<file path="config.mk">
export PLATFORM = sky130hd
export DESIGN_NAME = per_type_batch_list_builder
export DESIGN_NICKNAME = d
export VERILOG_FILES = /design/src/rtl/core/ptbl_pkg.sv /design/src/rtl/core/per_type_batch_list_builder.sv /design/src/rtl/core/ptbl_ram.sv
export SDC_FILE = /design/constraint.sdc
export NUM_CORES = 2
export LEC_CHECK = 0
export BUFFER_PORTS_ARGS = -buffer_cell sky130_fd_sc_hd__buf_4
export CAP_MARGIN = 20
export CORE_UTILIZATION = 30
export DETAILED_ROUTE_END_ITERATION = 16
export PLACE_DENSITY = 0.48
export REMOVE_ABC_BUFFERS = 1
export SYNTH_ARGS = -nofsm -noshare
export SYNTH_HDL_FRONTEND = slang
export SYNTH_SLANG_ARGS = --single-unit
</file>
<file path="constraint.sdc">
create_clock -name clk -period 11.2 [get_ports clk]
set_clock_uncertainty 0.2 [all_clocks]
set_input_delay 2.8 -clock clk [delete_from_list [all_inputs] [get_ports clk]]
set_output_delay 2.8 -clock clk [all_outputs]
set_load 0.01 [all_outputs]
</file>
<file path="src/rtl/core/ptbl_pkg.sv">
`default_nettype none

package ptbl_pkg;

  localparam int OPCODE_BITS   = 2;
  localparam int TYPE_BITS     = 3;
  // wide enough to compare a type code against a type count of 64
  localparam int TYPE_EXT_BITS = 7;
  localparam int STATUS_BITS   = 3;
  localparam int MAX_RESULTS   = 64;
  localparam int WALK_CNT_BITS = 6;

  localparam logic [OPCODE_BITS-1:0] OP_CLEAR = 2'd0;
  localparam logic [OPCODE_BITS-1:0] OP_ADD   = 2'd1;
  localparam logic [OPCODE_BITS-1:0] OP_WALK  = 2'd2;

  localparam logic [STATUS_BITS-1:0] ST_CLEARED        = 3'd0;
  localparam logic [STATUS_BITS-1:0] ST_HEAD_FILLED    = 3'd1;
  localparam logic [STATUS_BITS-1:0] ST_TAIL_EXTENDED  = 3'd2;
  localparam logic [STATUS_BITS-1:0] ST_ENTRY_LINKED   = 3'd3;
  localparam logic [STATUS_BITS-1:0] ST_ZERO_IGNORED   = 3'd4;
  localparam logic [STATUS_BITS-1:0] ST_POOL_FULL      = 3'd5;
  localparam logic [STATUS_BITS-1:0] ST_RANGE_OVERFLOW = 3'd6;
  localparam logic [STATUS_BITS-1:0] ST_RANGE_LISTED   = 3'd7;

  typedef enum logic [2:0] {
    S_IDLE,
    S_HEAD,
    S_ADD,
    S_LINK,
    S_WALK,
    S_WALK_RD,
    S_EMIT
  } state_t;

endpackage

`default_nettype wire

</file>
<file path="src/rtl/core/per_type_batch_list_builder.sv">
// Channel | Direction | Handshake            | Payload
// in      | input     | in_valid / in_ready   | opcode, list_type, first_index, instance_count
// out     | output    | out_valid / out_ready | status, range_first, range_end, last
//
// Sequence: a clear, an ignored add or a walk of an unknown type goes through S_EMIT, which
//   registers the result. An add steps through head read, tail read and decide/write
//   (S_HEAD, S_ADD), and adds S_LINK when it links behind a pool entry (second pool write).
//   A walk emits its head range from S_WALK after S_HEAD, then each pool range after a
//   registered read of the pool memory (S_WALK_RD); the next transfer is taken once the
//   last range has been emitted.
// Reset: rst_n clears every head valid bit and the pool fill count; memories keep contents.
// Stalls: in_ready is high only while the sequencer idles; a held result in the output
//   register lets the next transfer in, and the sequencer waits on out_ready to emit over it.
`default_nettype none

module per_type_batch_list_builder #(
  parameter int NUM_TYPES    = 8,
  parameter int POOL_ENTRIES = 63,
  parameter int INDEX_BITS   = 16
) (
  input  wire logic                              clk,
  input  wire logic                              rst_n,
  input  wire logic                              in_valid,
  output logic                                   in_ready,
  input  wire logic [ptbl_pkg::OPCODE_BITS-1:0]  in_opcode,
  input  wire logic [ptbl_pkg::TYPE_BITS-1:0]    in_list_type,
  input  wire logic [INDEX_BITS-1:0]             in_first_index,
  input  wire logic [INDEX_BITS-1:0]             in_instance_count,
  output logic                                   out_valid,
  input  wire logic                              out_ready,
  output logic      [ptbl_pkg::STATUS_BITS-1:0]  out_status,
  output logic      [INDEX_BITS-1:0]             out_range_first,
  output logic      [INDEX_BITS-1:0]             out_range_end,
  output logic                                   out_last
);

  import ptbl_pkg::*;

  localparam int IB  = INDEX_BITS;
  // link / slot code: 0 means head (or none), k means pool entry k-1
  localparam int LW  = $clog2(POOL_ENTRIES + 1);
  localparam int TW  = (NUM_TYPES > 1) ? $clog2(NUM_TYPES) : 1;
  localparam int PAW = (POOL_ENTRIES > 1) ? $clog2(POOL_ENTRIES) : 1;
  // head word: first, end, link, tail slot
  localparam int HW  = 2 * IB + 2 * LW;
  // pool word: first, end, link
  localparam int PW  = 2 * IB + LW;

  localparam logic [LW-1:0] POOL_LIMIT = LW'(POOL_ENTRIES);
  localparam logic [LW-1:0] LINK_NONE  = '0;
  localparam logic [LW-1:0] LINK_ONE   = LW'(1);

  // ---------------------------------------------------------------- state
  state_t                   state_r, state_nxt;
  logic [NUM_TYPES-1:0]     filled_r;
  logic [LW-1:0]            used_r;

  // latched item
  logic [OPCODE_BITS-1:0]   op_r;
  logic [TW-1:0]            tidx_r;
  logic [IB-1:0]            first_r;
  logic [IB-1:0]            count_r;
  logic [STATUS_BITS-1:0]   stat_r;

  // head copy of the addressed type
  logic                     hd_hit_r;
  logic [IB-1:0]            hd_first_r;
  logic [IB-1:0]            hd_end_r;
  logic [LW-1:0]            hd_link_r;
  logic [LW-1:0]            hd_tail_r;

  // walk cursor
  logic [IB-1:0]            cur_first_r;
  logic [IB-1:0]            cur_end_r;
  logic [LW-1:0]            cur_link_r;
  logic [WALK_CNT_BITS-1:0] walk_cnt_r;

  // output register
  logic                     out_valid_r;
  logic [STATUS_BITS-1:0]   out_status_r;
  logic [IB-1:0]            out_first_r;
  logic [IB-1:0]            out_end_r;
  logic                     out_last_r;

  // ---------------------------------------------------------------- memories
  logic          head_we, head_re;
  logic [TW-1:0] head_raddr;
  logic [HW-1:0] head_wdata, head_rdata;

  logic           pool_we, pool_re;
  logic [PAW-1:0] pool_waddr, pool_raddr;
  logic [PW-1:0]  pool_wdata, pool_rdata;

  ptbl_ram #(.WIDTH(HW), .DEPTH(NUM_TYPES), .AW(TW)) u_head_ram (
    .clk     (clk),
    .wr_en   (head_we),
    .wr_addr (tidx_r),
    .wr_data (head_wdata),
    .rd_en   (head_re),
    .rd_addr (head_raddr),
    .rd_data (head_rdata)
  );

  ptbl_ram #(.WIDTH(PW), .DEPTH(POOL_ENTRIES), .AW(PAW)) u_pool_ram (
    .clk     (clk),
    .wr_en   (pool_we),
    .wr_addr (pool_waddr),
    .wr_data (pool_wdata),
    .rd_en   (pool_re),
    .rd_addr (pool_raddr),
    .rd_data (pool_rdata)
  );

  // ---------------------------------------------------------------- decode
  logic                     in_xfer;
  logic [TYPE_EXT_BITS-1:0] type_ext;
  logic                     type_ok;
  logic                     out_free;

  assign in_xfer  = in_valid && in_ready;
  assign type_ext = {{(TYPE_EXT_BITS - TYPE_BITS){1'b0}}, in_list_type};
  assign type_ok  = type_ext < TYPE_EXT_BITS'(NUM_TYPES);
  assign out_free = !out_valid_r || out_ready;

  // head word as read; an empty head reads as all zero
  logic          rd_hit;
  logic [IB-1:0] rd_h_first, rd_h_end;
  logic [LW-1:0] rd_h_link, rd_h_tail;

  assign rd_hit = filled_r[tidx_r];
  assign {rd_h_first, rd_h_end, rd_h_link, rd_h_tail} = rd_hit ? head_rdata : '0;

  logic [IB-1:0] p_first, p_end;
  logic [LW-1:0] p_link;

  assign {p_first, p_end, p_link} = pool_rdata;

  // shared adder and compare: a tail extend only happens when tail end equals
  // first, so first + count serves every add path; an end past the top index
  // shows up as a carry out
  logic [IB:0]   sum_w;
  logic [IB-1:0] sum;
  logic          ovf;
  logic [IB-1:0] tail_end;
  logic          tail_match;
  logic [LW-1:0] used_inc;

  assign sum_w      = {1'b0, first_r} + {1'b0, count_r};
  assign sum        = sum_w[IB-1:0];
  assign ovf        = sum_w[IB];
  assign tail_end   = (hd_tail_r == LINK_NONE) ? hd_end_r : p_end;
  assign tail_match = tail_end == first_r;
  assign used_inc   = used_r + LINK_ONE;

  logic [LW-1:0] tail_m1, cur_link_m1, rd_tail_m1;

  assign tail_m1     = hd_tail_r - LINK_ONE;
  assign cur_link_m1 = cur_link_r - LINK_ONE;
  assign rd_tail_m1  = rd_h_tail - LINK_ONE;

  logic walk_end;

  assign walk_end = (cur_link_r == LINK_NONE) || (cur_link_r > POOL_LIMIT) ||
                    (walk_cnt_r == WALK_CNT_BITS'(MAX_RESULTS - 1));

  // ---------------------------------------------------------------- datapath control
  logic                   emit;
  logic [STATUS_BITS-1:0] emit_status;
  logic [IB-1:0]          emit_first, emit_end;
  logic                   emit_last;
  logic                   set_filled;
  logic                   bump_used;
  logic                   need_link;

  always_comb begin
    head_re     = 1'b0;
    head_raddr  = type_ext[TW-1:0];
    head_we     = 1'b0;
    head_wdata  = {hd_first_r, hd_end_r, hd_link_r, hd_tail_r};
    pool_re     = 1'b0;
    pool_raddr  = tail_m1[PAW-1:0];
    pool_we     = 1'b0;
    pool_waddr  = used_r[PAW-1:0];
    pool_wdata  = {first_r, sum, LINK_NONE};
    emit        = 1'b0;
    emit_status = stat_r;
    emit_first  = '0;
    emit_end    = '0;
    emit_last   = 1'b1;
    set_filled  = 1'b0;
    bump_used   = 1'b0;
    need_link   = 1'b0;
    case (state_r)
      S_IDLE: begin
        head_re = in_xfer;
      end
      S_HEAD: begin
        // fetch the tail entry when the tail sits in the pool
        pool_re = (op_r == OP_ADD) && rd_hit && (rd_h_tail != LINK_NONE);
        pool_raddr = rd_tail_m1[PAW-1:0];
      end
      S_ADD: begin
        emit = out_free;
        if (!hd_hit_r) begin
          if (ovf) begin
            emit_status = ST_RANGE_OVERFLOW;
          end else begin
            emit_status = ST_HEAD_FILLED;
            head_we     = out_free;
            head_wdata  = {first_r, sum, LINK_NONE, LINK_NONE};
            set_filled  = out_free;
          end
        end else if (tail_match) begin
          if (ovf) begin
            emit_status = ST_RANGE_OVERFLOW;
          end else begin
            emit_status = ST_TAIL_EXTENDED;
            if (hd_tail_r == LINK_NONE) begin
              head_we    = out_free;
              head_wdata = {hd_first_r, sum, hd_link_r, hd_tail_r};
            end else begin
              pool_we    = out_free;
              pool_waddr = tail_m1[PAW-1:0];
              pool_wdata = {p_first, sum, p_link};
            end
          end
        end else if (ovf) begin
          emit_status = ST_RANGE_OVERFLOW;
        end else if (used_r >= POOL_LIMIT) begin
          emit_status = ST_POOL_FULL;
        end else begin
          emit_status = ST_ENTRY_LINKED;
          pool_we     = out_free;
          head_we     = out_free;
          head_wdata  = {hd_first_r, hd_end_r,
                         (hd_tail_r == LINK_NONE) ? used_inc : hd_link_r, used_inc};
          bump_used   = out_free;
          need_link   = hd_tail_r != LINK_NONE;
        end
      end
      S_LINK: begin
        // hook the new entry behind the old pool tail; used_r already points past it
        pool_we    = 1'b1;
        pool_waddr = tail_m1[PAW-1:0];
        pool_wdata = {p_first, p_end, used_r};
      end
      S_WALK: begin
        emit        = out_free;
        emit_status = ST_RANGE_LISTED;
        emit_first  = cur_first_r;
        emit_end    = cur_end_r;
        emit_last   = walk_end;
        pool_re     = out_free && !walk_end;
        pool_raddr  = cur_link_m1[PAW-1:0];
      end
      S_WALK_RD: begin
      end
      S_EMIT: begin
        emit = out_free;
      end
      default: begin
      end
    endcase
  end

  // ---------------------------------------------------------------- next state
  always_comb begin
    state_nxt = state_r;
    case (state_r)
      S_IDLE: begin
        if (in_xfer) begin
          case (in_opcode)
            OP_CLEAR: state_nxt = S_EMIT;
            OP_ADD: begin
              if (in_instance_count == '0 || !type_ok) begin
                state_nxt = S_EMIT;
              end else begin
                state_nxt = S_HEAD;
              end
            end
            OP_WALK: state_nxt = type_ok ? S_HEAD : S_EMIT;
            default: state_nxt = S_IDLE;
          endcase
        end
      end
      S_HEAD:    state_nxt = (op_r == OP_ADD) ? S_ADD : S_WALK;
      S_ADD: begin
        if (out_free) begin
          state_nxt = need_link ? S_LINK : S_IDLE;
        end
      end
      S_LINK:    state_nxt = S_IDLE;
      S_WALK: begin
        if (out_free) begin
          state_nxt = walk_end ? S_IDLE : S_WALK_RD;
        end
      end
      S_WALK_RD: state_nxt = S_WALK;
      S_EMIT: begin
        if (out_free) begin
          state_nxt = S_IDLE;
        end
      end
      default:   state_nxt = S_IDLE;
    endcase
  end

  // ---------------------------------------------------------------- control registers
  always_ff @(posedge clk) begin
    if (!rst_n) begin
      state_r     <= S_IDLE;
      filled_r    <= '0;
      used_r      <= '0;
      out_valid_r <= 1'b0;
    end else begin
      state_r <= state_nxt;
      if (in_xfer && in_opcode == OP_CLEAR) begin
        filled_r <= '0;
        used_r   <= '0;
      end else begin
        if (set_filled) begin
          filled_r[tidx_r] <= 1'b1;
        end
        if (bump_used) begin
          used_r <= used_inc;
        end
      end
      if (emit) begin
        out_valid_r <= 1'b1;
      end else if (out_ready) begin
        out_valid_r <= 1'b0;
      end
    end
  end

  // ---------------------------------------------------------------- payload registers
  always_ff @(posedge clk) begin
    if (in_xfer) begin
      op_r    <= in_opcode;
      tidx_r  <= type_ext[TW-1:0];
      first_r <= in_first_index;
      count_r <= in_instance_count;
      case (in_opcode)
        OP_CLEAR: stat_r <= ST_CLEARED;
        OP_ADD:   stat_r <= ST_ZERO_IGNORED;
        default:  stat_r <= ST_RANGE_LISTED;
      endcase
    end
    if (state_r == S_HEAD) begin
      hd_hit_r    <= rd_hit;
      hd_first_r  <= rd_h_first;
      hd_end_r    <= rd_h_end;
      hd_link_r   <= rd_h_link;
      hd_tail_r   <= rd_h_tail;
      cur_first_r <= rd_h_first;
      cur_end_r   <= rd_h_end;
      cur_link_r  <= rd_h_link;
      walk_cnt_r  <= '0;
    end
    if (pool_re && state_r == S_WALK) begin
      walk_cnt_r <= walk_cnt_r + WALK_CNT_BITS'(1);
    end
    // advance the cursor to the pool entry just read
    if (state_r == S_WALK_RD) begin
      cur_first_r <= p_first;
      cur_end_r   <= p_end;
      cur_link_r  <= p_link;
    end
    if (emit) begin
      out_status_r <= emit_status;
      out_first_r  <= emit_first;
      out_end_r    <= emit_end;
      out_last_r   <= emit_last;
    end
  end

  assign in_ready        = state_r == S_IDLE;
  assign out_valid       = out_valid_r;
  assign out_status      = out_status_r;
  assign out_range_first = out_first_r;
  assign out_range_end   = out_end_r;
  assign out_last        = out_last_r;

  // ---------------------------------------------------------------- assertions
  a_used_bounded: assert property (@(posedge clk) disable iff (!rst_n)
    used_r <= POOL_LIMIT)
    else $error("pool fill count passed the pool size");

  a_no_overwrite: assert property (@(posedge clk) disable iff (!rst_n)
    emit |-> (!out_valid_r || out_ready))
    else $error("held result overwritten before its transfer");

  a_clear_empties: assert property (@(posedge clk) disable iff (!rst_n)
    (in_xfer && in_opcode == OP_CLEAR) |=> (filled_r == '0 && used_r == '0))
    else $error("clear left a list or the pool occupied");

  a_pool_write_state: assert property (@(posedge clk) disable iff (!rst_n)
    pool_we |-> (state_r == S_ADD || state_r == S_LINK))
    else $error("pool written outside an add");

  a_link_follows_add: assert property (@(posedge clk) disable iff (!rst_n)
    (state_r == S_LINK) |-> ($past(state_r) == S_ADD && $past(bump_used)))
    else $error("link write without a new pool entry");

endmodule

`default_nettype wire

</file>
<file path="src/rtl/core/ptbl_ram.sv">
`default_nettype none

module ptbl_ram #(
  parameter int WIDTH = 32,
  parameter int DEPTH = 8,
  parameter int AW    = (DEPTH > 1) ? $clog2(DEPTH) : 1
) (
  input  wire logic             clk,
  input  wire logic             wr_en,
  input  wire logic [AW-1:0]    wr_addr,
  input  wire logic [WIDTH-1:0] wr_data,
  input  wire logic             rd_en,
  input  wire logic [AW-1:0]    rd_addr,
  output logic      [WIDTH-1:0] rd_data
);

  logic [WIDTH-1:0] mem [DEPTH];

  always_ff @(posedge clk) begin
    if (wr_en) begin
      mem[wr_addr] <= wr_data;
    end
    if (rd_en) begin
      rd_data <= mem[rd_addr];
    end
  end

endmodule

`default_nettype wire
</file>
Yosys cells after proc, flatten, opt, wreduce, memory -nomap -nowiden:

Memory sizes are Yosys's and may differ from the RTL's. A register that Yosys moved wholly into a read port is not among the register bits.
Cells that the tools add are included.

* bits in latches: 0
* memories: 2
* input bits: 41
* register bits: 183
* ROM bits: 0
* bits in writable memories: 2746
* output and inout bits: 38

Memories
* u_pool_ram.mem: words 63, width 38, read ports 1, clocked after memory_dff 1, write ports 1, RTL line ptbl_ram.sv:17 `logic [WIDTH-1:0] mem [DEPTH];`
* u_head_ram.mem: words 8, width 44, read ports 1, clocked after memory_dff 1, write ports 1, RTL line ptbl_ram.sv:17

* $mul: 0
* order comparisons: 5
* shift-type cells: 0
* bitwise gates (word level): 2
* divide/modulo/power cells: 0
* multiplexer cells: 85
* equality and inequality tests: 15
* add/sub/neg operators: 6
* reduce and logical (&&, ||, !) cells: 27

Operator list (count)
* 44-bit 2-to-1 mux: 4
* 38-bit 2-to-1 mux: 4
* 28-bit 2-to-1 mux: 3
* 16-bit 2-to-1 mux: 5
* 38-bit one-hot mux with 2 select lines: 1
* 6-bit 2-to-1 mux: 9
* 3-bit 2-to-1 mux: 14
* 1-bit 2-to-1 mux: 32
* 12-bit 2-to-1 mux: 2
* 6-bit one-hot mux with 2 select lines: 2
* 3-bit one-hot mux with 6 select lines: 1
* 6-bit by 1-bit subtractor with 6-bit output, second input constant: 3
* 16-bit by 16-bit adder with 17-bit output: 1
* 16-bit equality test: 1
* 16-bit logical NOT: 1
* 6-bit by 1-bit adder with 6-bit output, second input constant: 2
* 6-bit logical NOT: 2
* 3-bit one-hot mux with 2 select lines: 2
* 6-bit nonzero test: 2
* 3-bit equality test, second input constant: 3
* 3-bit one-hot mux with 3 select lines: 1
* 3-bit by 4-bit less-than comparator with 1-bit output, second input constant: 2
* 8-bit OR: 1
* 1-bit logical AND: 7
* 23 further kinds: 35

Depth between registers and ports, before layout:

* depth after elaboration: 9
* gate-level depth with buffers: 20

Hierarchy:

A second synthesis with hierarchy kept.

* cells, all modules: 5440
* area, all modules: 117991.9 µm²

Modules (own cells, without submodules)
* ptbl_ram (u_pool_ram): seq. area each 73030.0 µm², area each 93241.9 µm², cells an instance 4019, instances 1
* ptbl_ram (u_head_ram): seq. area each 11891.4 µm², area each 14626.5 µm², cells an instance 566, instances 1
* per_type_batch_list_builder: seq. area each 5285.1 µm², area each 10123.5 µm², cells an instance 855, instances 1

Least setup slack after synthesis:

OpenSTA, ideal clock, no wires.

* path type: input port to flip-flop
* start point: input out_ready
* end point: memory u_pool_ram.mem[50][0] (netlist name) (enable)
* setup slack: 3.758 ns
* path buffers: 1
* stages: 6
* setup time: 0.489 ns
* data arrival time: 6.753 ns
* path through: nor2b_1 -> or3_1 -> o31ai_2 -> nand3_1 -> clkbuf_1 -> nor3b_1

* longest elaborated chain between the ends: 8

Ends and longest elaborated chain
* start, declared: RTL line per_type_batch_list_builder.sv:30 `input wire logic out_ready,`
* 1-bit logical OR *: RTL line per_type_batch_list_builder.sv:123 `assign out_free = !out_valid_r || out_ready;`
* 1-bit 2-to-1 mux (on tied branches): RTL line per_type_batch_list_builder.sv:229, per_type_batch_list_builder.sv:218
* 1-bit 2-to-1 mux (on tied branches): RTL line per_type_batch_list_builder.sv:227, per_type_batch_list_builder.sv:214
* 1-bit 2-to-1 mux *: RTL line per_type_batch_list_builder.sv:213 `end else if (tail_match) begin`
* 1-bit 2-to-1 mux *: RTL line per_type_batch_list_builder.sv:204 `if (!hd_hit_r) begin`
* 1-bit one-hot mux with 2 select lines *: RTL line per_type_batch_list_builder.sv:193 `case (state_r)`
* 1-bit 2-to-1 mux *: RTL line ptbl_ram.sv:20 `if (wr_en) begin`
* 1-bit 2-to-1 mux (implied by the code) *: RTL line ptbl_ram.sv:21 `mem[wr_addr] <= wr_data;`
* end, declared: RTL line ptbl_ram.sv:17

Every way passes the cells marked *; elsewhere a longest branch is shown, timed or not.

Final worst setup path:

* start point: register tidx_r[0]
* end point: register u_pool_ram.rd_data[33] (read register of u_pool_ram.mem) (data pin)

* longest elaborated chain between the ends: 6

Ends and longest elaborated chain
* start, declared: RTL line per_type_batch_list_builder.sv:60 `logic [TW-1:0] tidx_r;`
* start signal, assigned: RTL line per_type_batch_list_builder.sv:340 `tidx_r <= type_ext[TW-1:0];`
* 1-bit binary-select mux with 3-bit select *: RTL line per_type_batch_list_builder.sv:130 `assign rd_hit = filled_r[tidx_r];`
* 1-bit 2-to-1 mux (implied by the code) *: RTL line per_type_batch_list_builder.sv:130
* branches (longest 4 deep; another with 6-bit by 1-bit subtractor with 6-bit output)
* end, declared: RTL line ptbl_ram.sv:14 `output logic [WIDTH-1:0] rd_data`

Mark *: on every way between the ends. The select of a mux whose other input is x is not followed.
A chain may end at the register's enable or synchronous reset.

==> results.sh <==
export IMPL_synthCells=8105
export IMPL_period_needed_ps=7100
export IMPL_place_area_um2=128000
export IMPL_ys_seq_elements=3010
export IMPL_ir_drop_uv=214
export IMPL_numCtsBuffers=323
export IMPL_combPwrFrac_pct=30.0
export IMPL_dr_total_vias=71000
export IMPL_gp_congestion=0.831
export IMPL_maxSlewHeadroom_pct=18.1
export IMPL_syn_avg_cell_area_um2=14.9
export IMPL_grt_pass1_vias=69000
export IMPL_cp_end_kind="flop"
export IMPL_synth_top_family_by_area="simple AND/OR/NAND/NOR gates"
export IMPL_crit_arrival_ps=7530
export IMPL_worst_slew_pin_slew_ps=1220
export IMPL_fin_crit_sh_pct=63.4
export IMPL_final_util_pct=34.7
export IMPL_hold_class="reg2reg"
export IMPL_synth_cell_types=75
export IMPL_swShare_pct=35.1
export IMPL_post_cts_resized=0
export IMPL_drt_antenna_violating_nets=0
export IMPL_synth_largest_area_cell="edfxtp_1"
export IMPL_clockRootBuffer="clkbuf_16"
export IMPL_tns_ps=0
export IMPL_synth_fa_ha_area_share_pct=0.223
export IMPL_synth_common_cells="2992 x edfxtp_1, 1836 x nand2_1, 665 x nand3_1, 580 x mux2i_1, 310 x clkbuf_1"
export IMPL_clk_pin_slew_ps=70
export IMPL_grt_first_pass_wirelength_um=520000
export IMPL_ys_top_cells_by_area="edfxtp_1 74%, nand2_1 5.7%, mux2i_1 4.8%, nand3_1 2.7%, a311oi_1 1.9%"
export IMPL_synth_most_common_cell="edfxtp_1"
export IMPL_nFillCells=38100
export IMPL_drive_gt1_share_pct=12.7
export IMPL_die_area_um2=406000
export IMPL_p_leak_nw=47.0
export IMPL_clock_power_share_pct=30.2
export IMPL_slew_violations=0
export IMPL_syn2layout_area_growth_pct=14.7
export IMPL_finalPower_mw=34.9
export IMPL_grt_max_degree=150
export IMPL_crit_path_top_delay_cell="mux2i_4"
export IMPL_cts_setup_buffers=0
export IMPL_synthXorXnorAreaFrac_pct=0.340
export IMPL_critical_path_buf_inv_count=3
export IMPL_rsz0062_at_grt="no"
export IMPL_coreArea_um2=400000
export IMPL_synth_ff_type="edfxtp_1"
export IMPL_fmax_mhz=141
export IMPL_portBuffers=78
export IMPL_cp_startpoint="tidx_r[0]$_DFFE_PP_"
export IMPL_io_pins=79
export IMPL_holdWs_ps=275
export IMPL_critPathRequiredTime_ps=11630
export IMPL_grt_use_total_pct=17.6
export IMPL_routed_via_density=5.17
export IMPL_power_density_nw_per_um2=251
export IMPL_num_rows=232
export IMPL_slowest_delay_ps=800
export IMPL_drt_iter0_markers=7384
export IMPL_holdBufCountCts=0
export IMPL_antenna_found_initial=34
export IMPL_critPathLaunchType="flop"
export IMPL_synthArstFlopShare_pct=0
export IMPL_post_dp_hpwl_um=198000
export IMPL_overflow=0
export IMPL_setup_viol=0
export IMPL_p_int_mw=22.6
export IMPL_synth_mux_area_share_pct=7.65
export IMPL_netlist_area_leader_share_pct=74.2
export IMPL_path_cells="mux4_2, a2bb2oi_4, buf_4, nand3_2, o21a_1, ha_1, mux2i_4, buf_12, buf_12, mux2i_1, mux2i_1, mux2i_1, mux2i_1, a32o_1, or3_1"
export IMPL_critPathKind="reg2reg"
export IMPL_fp_dieH_um=637
export IMPL_cp_max_fo=117
export IMPL_cts_tree="built"
export IMPL_cts_sinks=3010
export IMPL_drt_wl_total_um=369000
export IMPL_initial_core_util_pct=30.2
export IMPL_final_hold_viol_count=0
export IMPL_synth_compound_area_share_pct=4.36
export IMPL_finish_instance_area_um2=139000
export IMPL_critical_path_top_delay_family="multiplexers"
export IMPL_yosys_area_share_simple_pct=10.9
export IMPL_post_drt_wl_per_cell_um=26.9
export IMPL_clock_latency_ps=940
export IMPL_drv_cap=0
export IMPL_syn_area_um2=121000
export IMPL_yosys_warnings=0
export IMPL_outcome="finished clean"
export IMPL_p_sw_mw=12.2
export IMPL_htreeDepth=5
export IMPL_fp_dieW_um=637
export IMPL_nNetsFinal=8250
export IMPL_firstDrtPassIters=5
export IMPL_cp_common_cell="mux2i_1"
export IMPL_drc=0
export IMPL_hold_start="filled_r[2]$_SDFFE_PP0P_"
export IMPL_pwr_share_seq_pct=39.8
export IMPL_ys_seq_area_share_pct=74.5
export IMPL_synth_edff_count=2992
export IMPL_clock_path_buffers=4
export IMPL_r2r_start="tidx_r[0]$_DFFE_PP_"
power by group through the flow:
stage	registers (mW)	clock network, mW	logic, mW
after global placement	14.1	0	10.4
after detailed placement	14.1	0	10.5
after floorplan	14.0	0	8.29
after global routing	13.9	11.1	11.2
final	13.9	10.5	10.5
after CTS	13.9	10.7	10.6
layout make-up:
class / count / area (µm²) / area share, %
antenna: 37 / 92.6 / 0.0667
clock buffer: 400 / 8560 / 6.17
clock inverter: 175 / 1670 / 1.21
inverter: 26 / 100 / 0.0721
multi-input combinational: 4535 / 29100 / 21.0
sequential: 3010 / 90200 / 65.0
tap: 5265 / 6590 / 4.75
timing repair buffer: 292 / 2460 / 1.78
through the flow:
stage | instances | worst slack (ps)
floorplan | 7571 | -47890
global placement | 13100 | 4210
detailed placement | 13100 | 4250
CTS | 13700 | 4190
global route | 13700 | 3970
finish | 13700 | 4100
per-layer routing:
metal / GRT usage (%) / vias to the layer above / share of wire [%]
li1: - / 31000 / -
met1: 24.4 / 37000 / 44
met2: 28.6 / 2522 / 47
met3: 2.65 / 476 / 6.4
met4: 4.96 / 0 / 2.6
met5: 0 / - / 0
registers in the layout, indices dropped and copies added (netlist names), 3 cells and up:
| register | count |
|---|---|
| u_head_ram.rd_data | 44 |
| tidx_r | 3 |
| u_head_ram.mem | 352 |
| hd_link_r | 6 |
| first_r | 16 |
| u_pool_ram.mem | 2394 |
| used_r | 6 |
| count_r | 16 |
| u_pool_ram.rd_data | 38 |
| walk_cnt_r | 6 |
| out_range_first | 16 |
| filled_r | 8 |
| cur_end_r | 16 |
| cur_first_r | 16 |
| out_range_end | 16 |
| hd_tail_r | 6 |
| hd_first_r | 16 |
| hd_end_r | 16 |
| cur_link_r | 6 |
| state_r | 3 |
| out_status | 3 |
cells in the final DEF (no fill, tap or decap), drive strengths merged, types with 43 or more instances in the layout:
| cell type | n |
|---|---|
| buf | 290 |
| a32o | 43 |
| a211oi | 81 |
| and3 | 202 |
| edfxtp | 2992 |
| nand3 | 666 |
| clkbuf | 402 |
| nor3 | 51 |
| clkinv | 132 |
| a31oi | 85 |
| nor2 | 97 |
| and2 | 43 |
| a311oi | 265 |
| mux2i | 580 |
| mux2 | 129 |
| nand2 | 1836 |
| mux4 | 89 |
cell families (layout without fill, tap and decap cells):
group                      count (synthesis)  count (layout)
buffers and inverters                    560             893
adders and majority gates                 21              21
DFF                                     3010            3010
and+or+nand+nor                         3018            3018
muxes                                    798             798
other                                      0              37
xor gates and xnor gates                  47              47
AOI/OAI and AO/OA                        651             651
worst min-delay path, delay by kind of cell, from the launching register on:
kind | cells | cell delay [ps]
DFF | 1 | 330
and+or+nand+nor | 1 | 70
AOI/OAI and AO/OA | 1 | 40
path summary, 6_finish.rpt:
kind,to,slack (ps),cells past startpoint
max,u_pool_ram.rd_data[33]$_DFFE_PP_,4100,15
min,filled_r[2]$_SDFFE_PP0P_,280,2
max reg2reg,u_pool_ram.rd_data[33]$_DFFE_PP_,4100,15
min reg2reg,filled_r[2]$_SDFFE_PP0P_,280,2
No activity file was read; power rests on OpenSTA's default activity.
